`config.mk`:
```
export PLATFORM = sky130hd
export DESIGN_NAME = nmea_sentence_checker_top
export DESIGN_NICKNAME = d
export VERILOG_FILES = /design/src/hw/rtl/nmea_chk_pkg.sv /design/src/hw/rtl/nmea_sentence_checker_top.sv
export SDC_FILE = /design/constraint.sdc
export NUM_CORES = 1
export LEC_CHECK = 0
export BUFFER_PORTS_ARGS = -buffer_cell sky130_fd_sc_hd__buf_4
export CAP_MARGIN = 20
export CORE_AREA = 2 2 151 153
export CTS_CLUSTER_SIZE = 12
export DETAILED_ROUTE_END_ITERATION = 12
export DIE_AREA = 0 0 153 155
export SLEW_MARGIN = 20
export SYNTH_ARGS = -nofsm -noshare
export SYNTH_HDL_FRONTEND = slang
export SYNTH_SLANG_ARGS = --single-unit
```
`constraint.sdc`:
```
create_clock -name clk_i -period 6.47 [get_ports clk_i]
set_clock_uncertainty 0.2 [all_clocks]
set_input_delay 0.9705 -clock clk_i [delete_from_list [all_inputs] [get_ports clk_i]]
set_output_delay 0.9705 -clock clk_i [all_outputs]
set_load 0.1 [all_outputs]
```
`src/hw/rtl/nmea_chk_pkg.sv`:
```
// Package for the NMEA sentence checker: beat types, character codes,
// status codes and the hex digit decoder. No dependencies.
`timescale 1ns / 1ps

package nmea_chk_pkg;

  // Characters that steer framing
  localparam logic [7:0] ChDollar = 8'h24;
  localparam logic [7:0] ChBang   = 8'h21;
  localparam logic [7:0] ChStar   = 8'h2A;
  localparam logic [7:0] ChComma  = 8'h2C;
  localparam logic [7:0] ChCr     = 8'h0D;
  localparam logic [7:0] ChLf     = 8'h0A;

  // Shortest sentence that is checked further
  localparam int unsigned MinLen = 4;

  // Field count saturation point and width
  localparam int unsigned FieldW    = 6;
  localparam int unsigned MaxFields = 63;

  // Default saturation point of the length counters
  localparam int unsigned MaxLengthDef = 255;

  typedef enum logic [2:0] {
    ST_OK          = 3'd0,
    ST_TOO_SHORT   = 3'd1,
    ST_BAD_START   = 3'd2,
    ST_STAR_MISPL  = 3'd3,
    ST_BAD_HEX     = 3'd4,
    ST_MISMATCH    = 3'd5
  } status_e;

  typedef struct packed {
    logic [7:0] data_byte;
    logic       final_byte;
  } in_beat_t;

  typedef struct packed {
    logic [2:0]        status;
    logic [FieldW-1:0] field_count;
    logic [7:0]        computed_sum;
    logic [7:0]        received_sum;
  } out_beat_t;

  // Decode one ASCII hex digit: bit 4 flags a valid digit, bits 3:0 hold its value
  function automatic logic [4:0] hex_digit(input logic [7:0] c);
    logic [4:0] r;
    r = 5'd0;
    case (c) inside
      [8'h30:8'h39]: r = {1'b1, c[3:0]};
      [8'h41:8'h46],
      [8'h61:8'h66]: r = {1'b1, c[3:0] + 4'd9};
      default:       r = 5'd0;
    endcase
    return r;
  endfunction

endpackage

```
`src/hw/rtl/nmea_sentence_checker_top.sv`:
```
// NMEA 0183 sentence checksum checker, top level.
// Depends on nmea_chk_pkg for beat types, character codes and status codes.
`timescale 1ns / 1ps

// Feed one sentence byte per beat on the input channel and mark its last byte
// with final_byte. The block takes one byte every cycle while in_ready_o is
// high: each byte is registered, then the framing counters, running XOR and
// star tracking are updated in the next cycle, and a final byte writes its
// verdict into the output register, so a result passes through the input
// register and then the output register. Input ready drops only while a
// final byte sits in the input register and the output register still holds
// an untaken result. Trailing CR/LF bytes are ignored; CR/LF followed by more
// bytes count as content. After each final byte all tracking state returns to
// its reset value. MAX_LENGTH sets where the length counters saturate.

module nmea_sentence_checker_top #(
  parameter int unsigned MAX_LENGTH = nmea_chk_pkg::MaxLengthDef
) (
  input  logic                    clk_i,
  input  logic                    rst_ni,
  input  logic                    in_valid_i,
  output logic                    in_ready_o,
  input  nmea_chk_pkg::in_beat_t  in_data_i,
  output logic                    out_valid_o,
  input  logic                    out_ready_i,
  output nmea_chk_pkg::out_beat_t out_data_o
);

  localparam int unsigned LenW = $clog2(MAX_LENGTH + 1);
  localparam int unsigned FW   = nmea_chk_pkg::FieldW;
  localparam logic [LenW-1:0] LenMax = LenW'(MAX_LENGTH);
  localparam logic [LenW-1:0] LenMin = LenW'(nmea_chk_pkg::MinLen);
  localparam logic [FW-1:0]   FldMax = FW'(nmea_chk_pkg::MaxFields);

  // Input register
  logic                   s1_valid_q;
  nmea_chk_pkg::in_beat_t s1_q;
  logic                   s1_go;

  // Sentence tracking state
  logic [LenW-1:0] len_q, len_d;
  logic [7:0]      start_q, start_d;
  logic [7:0]      run_xor_q, run_xor_d;
  logic [7:0]      body_xor_q, body_xor_d;
  logic            star_q, star_d;
  logic [1:0]      after_q, after_d;
  logic [7:0]      hi_q, hi_d;
  logic [7:0]      lo_q, lo_d;
  logic [FW-1:0]   comma_q, comma_d;
  logic [FW-1:0]   body_comma_q, body_comma_d;
  logic [LenW-1:0] pend_cnt_q, pend_cnt_d;
  logic [7:0]      pend_xor_q, pend_xor_d;

  // Output register
  logic                    out_valid_q;
  nmea_chk_pkg::out_beat_t out_q, res;

  // Advance the input register unless a final byte meets a stalled result
  assign s1_go      = !s1_q.final_byte || !out_valid_q || out_ready_i;
  assign in_ready_o = !s1_valid_q || s1_go;

  always_ff @(posedge clk_i or negedge rst_ni) begin
    if (!rst_ni) begin
      s1_valid_q <= 1'b0;
    end else if (in_ready_o) begin
      s1_valid_q <= in_valid_i;
    end
  end

  always_ff @(posedge clk_i) begin
    if (in_ready_o && in_valid_i) begin
      s1_q <= in_data_i;
    end
  end

  // Next tracking state: flush held CR/LF, then take the byte as content
  always_comb begin
    logic [7:0]      b;
    logic            is_eol;
    logic [LenW-1:0] n;
    logic [LenW:0]   len_sum;
    logic [1:0]      k3;
    logic [2:0]      a_sum;
    logic [LenW-1:0] f_len;

    b      = s1_q.data_byte;
    is_eol = (b == nmea_chk_pkg::ChCr) || (b == nmea_chk_pkg::ChLf);

    len_d        = len_q;
    start_d      = start_q;
    run_xor_d    = run_xor_q;
    body_xor_d   = body_xor_q;
    star_d       = star_q;
    after_d      = after_q;
    hi_d         = hi_q;
    lo_d         = lo_q;
    comma_d      = comma_q;
    body_comma_d = body_comma_q;
    pend_cnt_d   = pend_cnt_q;
    pend_xor_d   = pend_xor_q;
    n            = pend_cnt_q;
    len_sum      = '0;
    k3           = 2'd0;
    a_sum        = 3'd0;
    f_len        = len_q;

    if (is_eol) begin
      // Hold the line-end byte until something follows it
      if (pend_cnt_q < LenMax) pend_cnt_d = pend_cnt_q + LenW'(1);
      pend_xor_d = pend_xor_q ^ b;
    end else begin
      if (pend_cnt_q != '0) begin
        if (len_q == '0) begin
          start_d = nmea_chk_pkg::ChCr;
          f_len   = LenW'(1);
          n       = pend_cnt_q - LenW'(1);
        end
        run_xor_d = run_xor_q ^ pend_xor_q;
        if (star_q) begin
          // Held bytes land in the hex digit slots as CR
          k3 = (n >= LenW'(3)) ? 2'd3 : n[1:0];
          if (after_q == 2'd0 && k3 != 2'd0) hi_d = nmea_chk_pkg::ChCr;
          if ((after_q == 2'd0 && k3 >= 2'd2) || (after_q == 2'd1 && k3 != 2'd0)) begin
            lo_d = nmea_chk_pkg::ChCr;
          end
          a_sum   = {1'b0, after_q} + {1'b0, k3};
          after_d = (a_sum > 3'd3) ? 2'd3 : a_sum[1:0];
        end
        len_sum = {1'b0, f_len} + {1'b0, n};
        f_len   = (len_sum > {1'b0, LenMax}) ? LenMax : len_sum[LenW-1:0];
      end
      pend_cnt_d = '0;
      pend_xor_d = 8'h00;

      if (f_len == '0) begin
        start_d = b;
      end else begin
        if (b == nmea_chk_pkg::ChStar) begin
          body_xor_d   = run_xor_d;
          body_comma_d = comma_q;
          star_d       = 1'b1;
          after_d      = 2'd0;
        end else if (star_d) begin
          if (after_d == 2'd0) hi_d = b;
          else if (after_d == 2'd1) lo_d = b;
          if (after_d != 2'd3) after_d = after_d + 2'd1;
        end
        if (b == nmea_chk_pkg::ChComma && comma_q < FldMax) comma_d = comma_q + FW'(1);
        run_xor_d = run_xor_d ^ b;
      end
      len_d = (f_len < LenMax) ? f_len + LenW'(1) : LenMax;
    end
  end

  // Judge the sentence from its updated state
  always_comb begin
    logic [4:0]  hd;
    logic [4:0]  ld;
    logic [FW:0] fld;
    logic [7:0]  recv;

    hd   = nmea_chk_pkg::hex_digit(hi_d);
    ld   = nmea_chk_pkg::hex_digit(lo_d);
    fld  = {1'b0, body_comma_d} + {{FW{1'b0}}, 1'b1};
    recv = {hd[3:0], ld[3:0]};
    res  = '0;
    if (len_d < LenMin) begin
      res.status = nmea_chk_pkg::ST_TOO_SHORT;
    end else if (start_d != nmea_chk_pkg::ChDollar && start_d != nmea_chk_pkg::ChBang) begin
      res.status = nmea_chk_pkg::ST_BAD_START;
    end else if (!star_d || after_d != 2'd2) begin
      res.status = nmea_chk_pkg::ST_STAR_MISPL;
    end else begin
      res.field_count  = (fld > {1'b0, FldMax}) ? FldMax : fld[FW-1:0];
      res.computed_sum = body_xor_d;
      if (!hd[4] || !ld[4]) begin
        res.status = nmea_chk_pkg::ST_BAD_HEX;
      end else begin
        res.received_sum = recv;
        res.status = (recv == body_xor_d) ? nmea_chk_pkg::ST_OK : nmea_chk_pkg::ST_MISMATCH;
      end
    end
  end

  // Update tracking state; clear it after a final byte
  always_ff @(posedge clk_i or negedge rst_ni) begin
    if (!rst_ni) begin
      len_q        <= '0;
      start_q      <= 8'h00;
      run_xor_q    <= 8'h00;
      body_xor_q   <= 8'h00;
      star_q       <= 1'b0;
      after_q      <= 2'd0;
      hi_q         <= 8'h00;
      lo_q         <= 8'h00;
      comma_q      <= '0;
      body_comma_q <= '0;
      pend_cnt_q   <= '0;
      pend_xor_q   <= 8'h00;
    end else if (s1_valid_q && s1_go) begin
      if (s1_q.final_byte) begin
        len_q        <= '0;
        start_q      <= 8'h00;
        run_xor_q    <= 8'h00;
        body_xor_q   <= 8'h00;
        star_q       <= 1'b0;
        after_q      <= 2'd0;
        hi_q         <= 8'h00;
        lo_q         <= 8'h00;
        comma_q      <= '0;
        body_comma_q <= '0;
        pend_cnt_q   <= '0;
        pend_xor_q   <= 8'h00;
      end else begin
        len_q        <= len_d;
        start_q      <= start_d;
        run_xor_q    <= run_xor_d;
        body_xor_q   <= body_xor_d;
        star_q       <= star_d;
        after_q      <= after_d;
        hi_q         <= hi_d;
        lo_q         <= lo_d;
        comma_q      <= comma_d;
        body_comma_q <= body_comma_d;
        pend_cnt_q   <= pend_cnt_d;
        pend_xor_q   <= pend_xor_d;
      end
    end
  end

  // Load the result register on a final byte, drop it when taken
  always_ff @(posedge clk_i or negedge rst_ni) begin
    if (!rst_ni) begin
      out_valid_q <= 1'b0;
    end else if (s1_valid_q && s1_go && s1_q.final_byte) begin
      out_valid_q <= 1'b1;
    end else if (out_ready_i) begin
      out_valid_q <= 1'b0;
    end
  end

  always_ff @(posedge clk_i) begin
    if (s1_valid_q && s1_go && s1_q.final_byte) begin
      out_q <= res;
    end
  end

  assign out_valid_o = out_valid_q;
  assign out_data_o  = out_q;

  // A final beat leaves the tracking state cleared
  a_clear_after_final: assert property (@(posedge clk_i) disable iff (!rst_ni)
    s1_valid_q && s1_go && s1_q.final_byte |=>
      len_q == '0 && pend_cnt_q == '0 && !star_q && comma_q == '0)
    else $error("tracking state not cleared after final byte");

  // Digit slots only fill once a star is seen
  a_after_needs_star: assert property (@(posedge clk_i) disable iff (!rst_ni)
    !star_q |-> after_q == 2'd0)
    else $error("after-star count set without a star");

  // No content tracked before the start byte
  a_empty_is_clean: assert property (@(posedge clk_i) disable iff (!rst_ni)
    len_q == '0 |-> !star_q && comma_q == '0 && run_xor_q == 8'h00)
    else $error("content state set with zero length");

  // Framing errors report zero fields
  a_framing_zero: assert property (@(posedge clk_i) disable iff (!rst_ni)
    out_valid_q && (out_q.status == nmea_chk_pkg::ST_TOO_SHORT ||
                    out_q.status == nmea_chk_pkg::ST_BAD_START ||
                    out_q.status == nmea_chk_pkg::ST_STAR_MISPL) |->
      out_q.field_count == '0 && out_q.computed_sum == 8'h00 &&
      out_q.received_sum == 8'h00)
    else $error("framing error with nonzero result fields");

endmodule

```
**After elaboration in Yosys (flattened, before gate mapping)**

Cells that the tools add are included.

- Bits in registers: 115
- Input port bits: 13
- Output and inout port bits: 27
- Word-level logic and storage cells: 195

- Add/sub/neg operators: 10
- $lt $le $gt $ge: 21
- Equality and inequality tests: 14
- Mux-type cells: 84
- Bitwise operators: 3
- Reductions and logical operators: 42

Operator list:

| kind | number |
|---|---|
| $mux 8 | 50 |
| $mux 6 | 9 |
| $ge 8x7->1 const B | 4 |
| $le 8x7->1 const B | 4 |
| $mux 2 | 13 |
| $xor 8x8->8 | 3 |
| $mux 5 | 4 |
| $add 8x1->8 const B | 2 |
| $eq 8x4->1 const B | 2 |
| $eq 8x6->1 const B | 2 |
| $ge 8x6->1 const B | 2 |
| $le 8x6->1 const B | 2 |
| $logic_not 8->1 | 2 |
| $lt 8x8->1 const B | 2 |
| $ne 8x6->1 const B | 2 |
| $logic_and 1x1->1 | 14 |
| $add 8x8->9 | 1 |
| $gt 9x8->1 const B | 1 |
| $add 4x4->4 const B | 2 |
| $eq 8x8->1 | 1 |
| $ge 8x2->1 const B | 1 |
| $lt 8x3->1 const B | 1 |
| $ne 2x2->1 const B | 4 |
| $reduce_bool 8->1 | 1 |
| other kinds (22) | 45 |

**Logic depth before layout (Yosys ltp)**

- Word-level depth: 29
- Depth in mapped cells: 33
- Gate-level depth less buffers: 30

**Worst setup path after synthesis**

No wires, ideal clock.

- Kind: register to register
- From: register len_q[4]
- To: register out_q (netlist bit out_data_o[24]) (data pin)
- Library setup time: 276 ps
- Data arrival time: 6,585 ps
- Required time: 5,994 ps
- Slack: -591 ps
- Cell stages (with the launch flop): 32
- Buffers on the path: 3
- Period minus slack after synthesis: 7,061 ps
- Cell sequence: dfrtp_1 buf_2 nor4_4 and2_1 buf_2 nand2_1 xnor2_1 ha_1 nor2b_1 o31ai_1 nor4bb_1 nor4_2 a31oi_1 inv_1 ha_1 and3_1 nand3_1 a21oi_2 a21oi_1 buf_2 o21ai_1 o2bb2ai_1 ha_1 nor2_1 o31ai_1 a32oi_1 nor4_4 mux2i_1 xor2_1 or4_1 o211ai_1 a41oi_1

- Longest elaborated chain between the ends: 27
- Elaborated cells on any way between the ends: 105
- Those cells by class: 6 x add/sub; 18 x order compare; 6 x eq/ne; 52 x mux; 23 x reduce/logical

RTL lines:

| element | RTL line | text |
|---|---|---|
| from (decl) | nmea_sentence_checker_top.sv:41 | `logic [LenW-1:0] len_q, len_d;` |
| from (signal assigned) | nmea_sentence_checker_top.sv:215 | `len_q <= len_d;` |
| $logic_not 8->1 | nmea_sentence_checker_top.sv:113 | `if (len_q == '0) begin` |
| $mux 8 | nmea_sentence_checker_top.sv:113 |  |
| $mux 8 | nmea_sentence_checker_top.sv:112 | `if (pend_cnt_q != '0) begin` |
| $mux 8 | nmea_sentence_checker_top.sv:107 | `if (is_eol) begin` |
| $ge 8x2->1 | nmea_sentence_checker_top.sv:121 | `k3 = (n >= LenW'(3)) ? 2'd3 : n[1:0];` |
| $mux 2 | nmea_sentence_checker_top.sv:121 |  |
| $add 2x2->3 | nmea_sentence_checker_top.sv:126 | `a_sum = {1'b0, after_q} + {1'b0, k3};` |
| $gt 3x2->1 | nmea_sentence_checker_top.sv:127 | `after_d = (a_sum > 3'd3) ? 2'd3 : a_sum[1:0];` |
| (+10 left out) | n/a |  |
| $mux 8 | nmea_sentence_checker_top.sv:107 |  |
| $ge 8x7->1 (implied by the code) or $le 8x7->1 (tied branches) | nmea_sentence_checker_top.sv:163 | `ld = nmea_chk_pkg::hex_digit(lo_d);` |
| $logic_and 1x1->1 (implied by the code) | nmea_sentence_checker_top.sv:163 |  |
| $reduce_or 2->1 | nmea_chk_pkg.sv:50 | `case (c) inside` |
| $mux 5 (2 in a row) | nmea_chk_pkg.sv:50 |  |
| $eq 8x8->1 or $logic_not 1->1 (tied branches) | nmea_sentence_checker_top.sv:180, nmea_sentence_checker_top.sv:176 |  |
| $mux 3 or $logic_or 1x1->1 (tied branches) | nmea_sentence_checker_top.sv:180, nmea_sentence_checker_top.sv:176 |  |
| $mux 3 | nmea_sentence_checker_top.sv:176 | `if (!hd[4] \|\| !ld[4]) begin` |
| to (signal assigned) | nmea_sentence_checker_top.sv:244 | `out_q <= res;` |
| to (decl) | nmea_sentence_checker_top.sv:56 | `nmea_chk_pkg::out_beat_t out_q, res;` |

Parallel ways exist; a longest one is shown, timed or not. The select of a mux whose other input is x is not followed.
A chain may end at the register's enable or synchronous reset.

**Worst setup path in the final report**

- From: register len_q[0]
- To: register out_q (netlist bit out_data_o[22]) (data pin)

- Longest elaborated chain between the ends: 29
- Elaborated cells on any way between the ends: 106
- Those cells by class: 6 x add/sub; 18 x order compare; 6 x eq/ne; 54 x mux; 22 x reduce/logical

RTL lines:

| element | RTL line | text |
|---|---|---|
| $logic_not 8->1 | nmea_sentence_checker_top.sv:113 |  |
| $mux 8 | nmea_sentence_checker_top.sv:113 |  |
| $mux 8 | nmea_sentence_checker_top.sv:112 |  |
| $mux 8 | nmea_sentence_checker_top.sv:107 |  |
| $ge 8x2->1 | nmea_sentence_checker_top.sv:121 |  |
| $mux 2 | nmea_sentence_checker_top.sv:121 |  |
| $add 2x2->3 | nmea_sentence_checker_top.sv:126 |  |
| $gt 3x2->1 | nmea_sentence_checker_top.sv:127 |  |
| (+12 left out) | n/a |  |
| $logic_and 1x1->1 (implied by the code) | nmea_sentence_checker_top.sv:163 |  |
| $reduce_or 2->1 | nmea_chk_pkg.sv:50 |  |
| $mux 5 (2 in a row) | nmea_chk_pkg.sv:50 |  |
| $eq 8x8->1 or $logic_not 1->1 (tied branches) | nmea_sentence_checker_top.sv:180, nmea_sentence_checker_top.sv:176 |  |
| $mux 3 or $logic_or 1x1->1 (tied branches) | nmea_sentence_checker_top.sv:180, nmea_sentence_checker_top.sv:176 |  |
| $mux 3 | nmea_sentence_checker_top.sv:176 |  |
| $mux 2 | nmea_sentence_checker_top.sv:171 | `end else if (!star_d \|\| after_d != 2'd2) begin` |
| $mux 2 | nmea_sentence_checker_top.sv:169 | `end else if (start_d != nmea_chk_pkg::ChDollar && start_d != nmea_chk_pkg::ChBang) begin` |

Parallel ways exist; a longest one is shown, timed or not. The select of a mux whose other input is x is not followed.

==> flow_summary.yaml <==
power:
  ir_drop_v: 0.000197
  p_per_area_nw_per_um2: 273
  p_leak_nw: 3.92
cts:
  htreeDepth: 4
  cts_buffer_depth: 2
  path_clk_slew_ns: 0.06
  cts_buffers: 17
  root_buffer: "clkbuf_16"
  clock-sinks: 115
  clk-insertion-delay-late_ns: 0.42
  cts_tree: "built"
  cts_hold_buf: 0
critical_path:
  r2r_slack_ns: 0.09
  r2r-start: "len_q[0]"
  cp-end-kind: "register"
  path_common_cell: "nor4_4"
  crit_type: "register to register"
  critPathCapture: "out_data_o[22]"
  reg2reg_to: "out_data_o[22]"
  critPathLaunch: "len_q[0]"
  cp.required_ns: 6.42
  arrival_ns: 6.33
  cpMaxStageDelayCell: "or4_1"
  critPathMaxStageDelay_ns: 0.42
  reg2reg_depth: 29
  start_kind: "register"
  cp_max_fo: 4
place:
  place.gp.congestion: 0.900
  place_ws_ns: -0.0349
  placed_cells: 1181
  port_buffers: 39
  dp_hpwl_um: 15400
synthesis:
  synth_edf_count: 34
  synthDistinctLibCells: 89
  yosys.area_share.simple_pct: 21.3
  syn-instance-count: 848
  synth_compound_area_share_pct: 22.3
  synth_xor_area_share_pct: 4.71
  ys_seq_elements: 115
  synth_top_family_by_area: "compound AO/OA/AOI/OAI gates"
  synthAdderAreaFrac_pct: 4.30
  synth_area_per_cell_um2: 9.00
  synthArstFlopShare_pct: 70.4
  yosys_warnings: 0
  ys.flop_type: "dfrtp_1"
  ys_seq_area_share_pct: 39.9
  syn-cell-area_um2: 7630
  syn_nets: 886
  yosys-mux-area-fraction_pct: 3.48
floorplanning:
  die_h_um: 155
  die_area_um2: 23700
  core_area_um2: 22200
  num_io_pins: 40
  die_w_um: 153
  initial_core_util_pct: 34.3
  rows: 55
timing:
  rsz0062_at_grt: "true"
  hold_violations: 0
  drv_slew: 0
  fin_crit_sh_pct: 98.7
  setup_ws_ns: 0.0853
  setup_viol: 0
  slew_headroom_pct: 27.4
  worst_slew_pin_slew_ns: 1.09
  min_period_ns: 6.38
  fmax_ghz: 0.157
detailed_routing:
  vias: 6806
  avgViaCountPerCell: 5.57
  wire_per_inst_um: 17.9
  initialDrtViolationCount: 577
  drc: 0
  dr.pass1.iters: 4
  ant_nets: 0
  routed_wl_um: 21900
final_layout:
  multiInputGateArea_um2: 4620
  syn2layout_area_growth_pct: 25.5
  antenna_cells: 0
  fin_cells: 1223
  drive_gt1_share_pct: 22.7
  nets: 963
  seq_area_um2: 3050
  fill_cells: 2149
global_routing:
  antenna_found_initial: 0
  grt_start_max_net_pins: 76
  grt_pass1_wl_um: 35500
  grt_pass1_vias: 6604
  grt_usage_pct: 18.8
  gr-total-overflow: 0
run:
  maxCapViolCount: 0
hold_path:
  hold_class: "input pin to asynchronous set/reset pin"
status:
  status: "complete, no violations"
## logic make-up after synthesis
family          Yosys count
simple gates            323
fa+ha+maj                25
xor+xnor                 41
buf+inv                  76
compound gates          243
mux                      25
flops                   115
## worst max-delay path, delay by kind of cell (launching register included)
| kind | cells | cell delay (ns) |
|---|---|---|
| mux | 1 | 0.30 |
| buf+inv | 3 | 0.44 |
| fa+ha+maj | 3 | 0.74 |
| xor+xnor | 1 | 0.08 |
| flops | 1 | 0.40 |
| simple gates | 11 | 2.26 |
| compound gates | 10 | 1.68 |
## worst min path at each step
stage,from,end,depth (start not counted)
floorplan,hi_q[1],hi_q[1],2
global placement,body_comma_q[3],body_comma_q[3],2
detailed placement,body_xor_q[1],body_xor_q[1],2
CTS,rst_ni,pend_cnt_q[2],1
global route,rst_ni,pend_cnt_q[2],1
finish,rst_ni,pend_cnt_q[2],1
## cells in the final DEF (no fill, tap or decap), types with 10 or more instances in the layout
master	Yosys	routed
a21oi_1	43	39
o21ai_0	65	62
inv_1	26	25
nor3_1	20	20
clkbuf_16	0	17
o22ai_1	10	10
edfxtp_1	34	34
ha_1	23	16
xnor2_1	26	23
nand4_1	10	10
nand3_1	30	29
nor2_1	69	66
xor2_1	15	15
nand2_1	108	106
mux2i_1	19	16
a32o_1	14	14
o31ai_1	17	15
dfrtp_1	81	79
buf_4	0	101
## through the flow
step	setup TNS (ns)	hold WS, ns	instance area (um^2)	power, mW	util (%)
3_3_place_gp	0	0.261	8670	1.56	39.0
4_1_cts	0	0.139	9300	2.57	41.9
5_1_grt	-0.564	0.144	9570	2.74	43.1
6_report	0	0.149	9570	2.62	43.1
2_1_floorplan	-0.00327	0.242	7780	1.35	-
3_5_place_dp	-0.0667	0.270	8670	1.56	39.0
## Yosys cell counts (4+ instances only)
| library cell | count | area share, % |
|---|---|---|
| nor2_1 | 69 | 3.4 |
| o21ai_0 | 65 | 4.3 |
| a21o_1 | 7 | 0.69 |
| inv_1 | 26 | 1.3 |
| nor4_1 | 5 | 0.41 |
| o21a_1 | 7 | 0.69 |
| o31ai_1 | 17 | 1.7 |
| nor3b_1 | 4 | 0.39 |
| a211oi_1 | 5 | 0.49 |
| nand2_1 | 108 | 5.3 |
| ha_1 | 23 | 3.8 |
| or3_1 | 5 | 0.41 |
| nor2b_1 | 11 | 0.90 |
| nor3_1 | 20 | 1.3 |
| a21oi_1 | 43 | 2.8 |
| buf_2 | 8 | 0.52 |
| xor2_1 | 15 | 1.7 |
| and3_1 | 9 | 0.74 |
| xnor2_1 | 26 | 3.0 |
| clkbuf_1 | 39 | 1.9 |
| nand2b_1 | 9 | 0.74 |
| edfxtp_1 | 34 | 13 |
| mux2i_1 | 19 | 2.5 |
| mux2_2 | 4 | 0.59 |
| a22oi_1 | 4 | 0.39 |
| nand3_1 | 30 | 2.0 |
| o22a_1 | 6 | 0.69 |
| a22o_1 | 8 | 0.92 |
| a31oi_1 | 9 | 0.74 |
| nand4_1 | 10 | 0.82 |
| o22ai_1 | 10 | 0.82 |
| a32o_1 | 14 | 1.8 |
| or2_2 | 4 | 0.33 |
| and2_1 | 10 | 0.82 |
| dfrtp_1 | 81 | 27 |
| nand3b_1 | 4 | 0.39 |
## routing by layer
metal  vias to the layer above  track usage (%)  wire [um]
met2                       200             29.5      10100
met4                         0             5.25        351
met5                         -                0          0
li1                       3265                -          -
met3                        25             4.09       1290
met1                      3316             26.4      10100
## sequential cells by signal, indices dropped and copies added (netlist names), 6 cells and up
| signal | count |
|---|---|
| out_data_o | 25 |
| body_xor_q | 8 |
| s1_q | 9 |
| hi_q | 8 |
| run_xor_q | 8 |
| start_q | 8 |
| comma_q | 6 |
| body_comma_q | 6 |
| pend_cnt_q | 8 |
| pend_xor_q | 8 |
| len_q | 8 |
| lo_q | 8 |
## area by class of cell
cell class,count,share of cell area (%)
Clock buffer,22,4.85
Clock inverter,10,1.62
Inverter,28,1.10
Multi-Input combinational cell,657,48.2
Sequential cell,115,31.9
Tap cell,285,3.72
Timing Repair Buffer,106,8.60
## report_power, final
part	total [mW]	leakage (nW)	switching [mW]	internal, mW
registers	0.854	1.44	0.0526	0.801
logic	0.764	2.18	0.458	0.306
clock network	0.998	0.302	0.337	0.661
## what timing repair did
| item | CTS | global route |
|---|---|---|
| pin swaps | 1 | 12 |
| hold endpoints to repair | 0 | 0 |
| resized for setup | 1 | 37 |
| setup buffers | 1 | 9 |
| setup endpoints to repair | 2 | 14 |
Note: power is estimated with default switching activity, not from simulation.
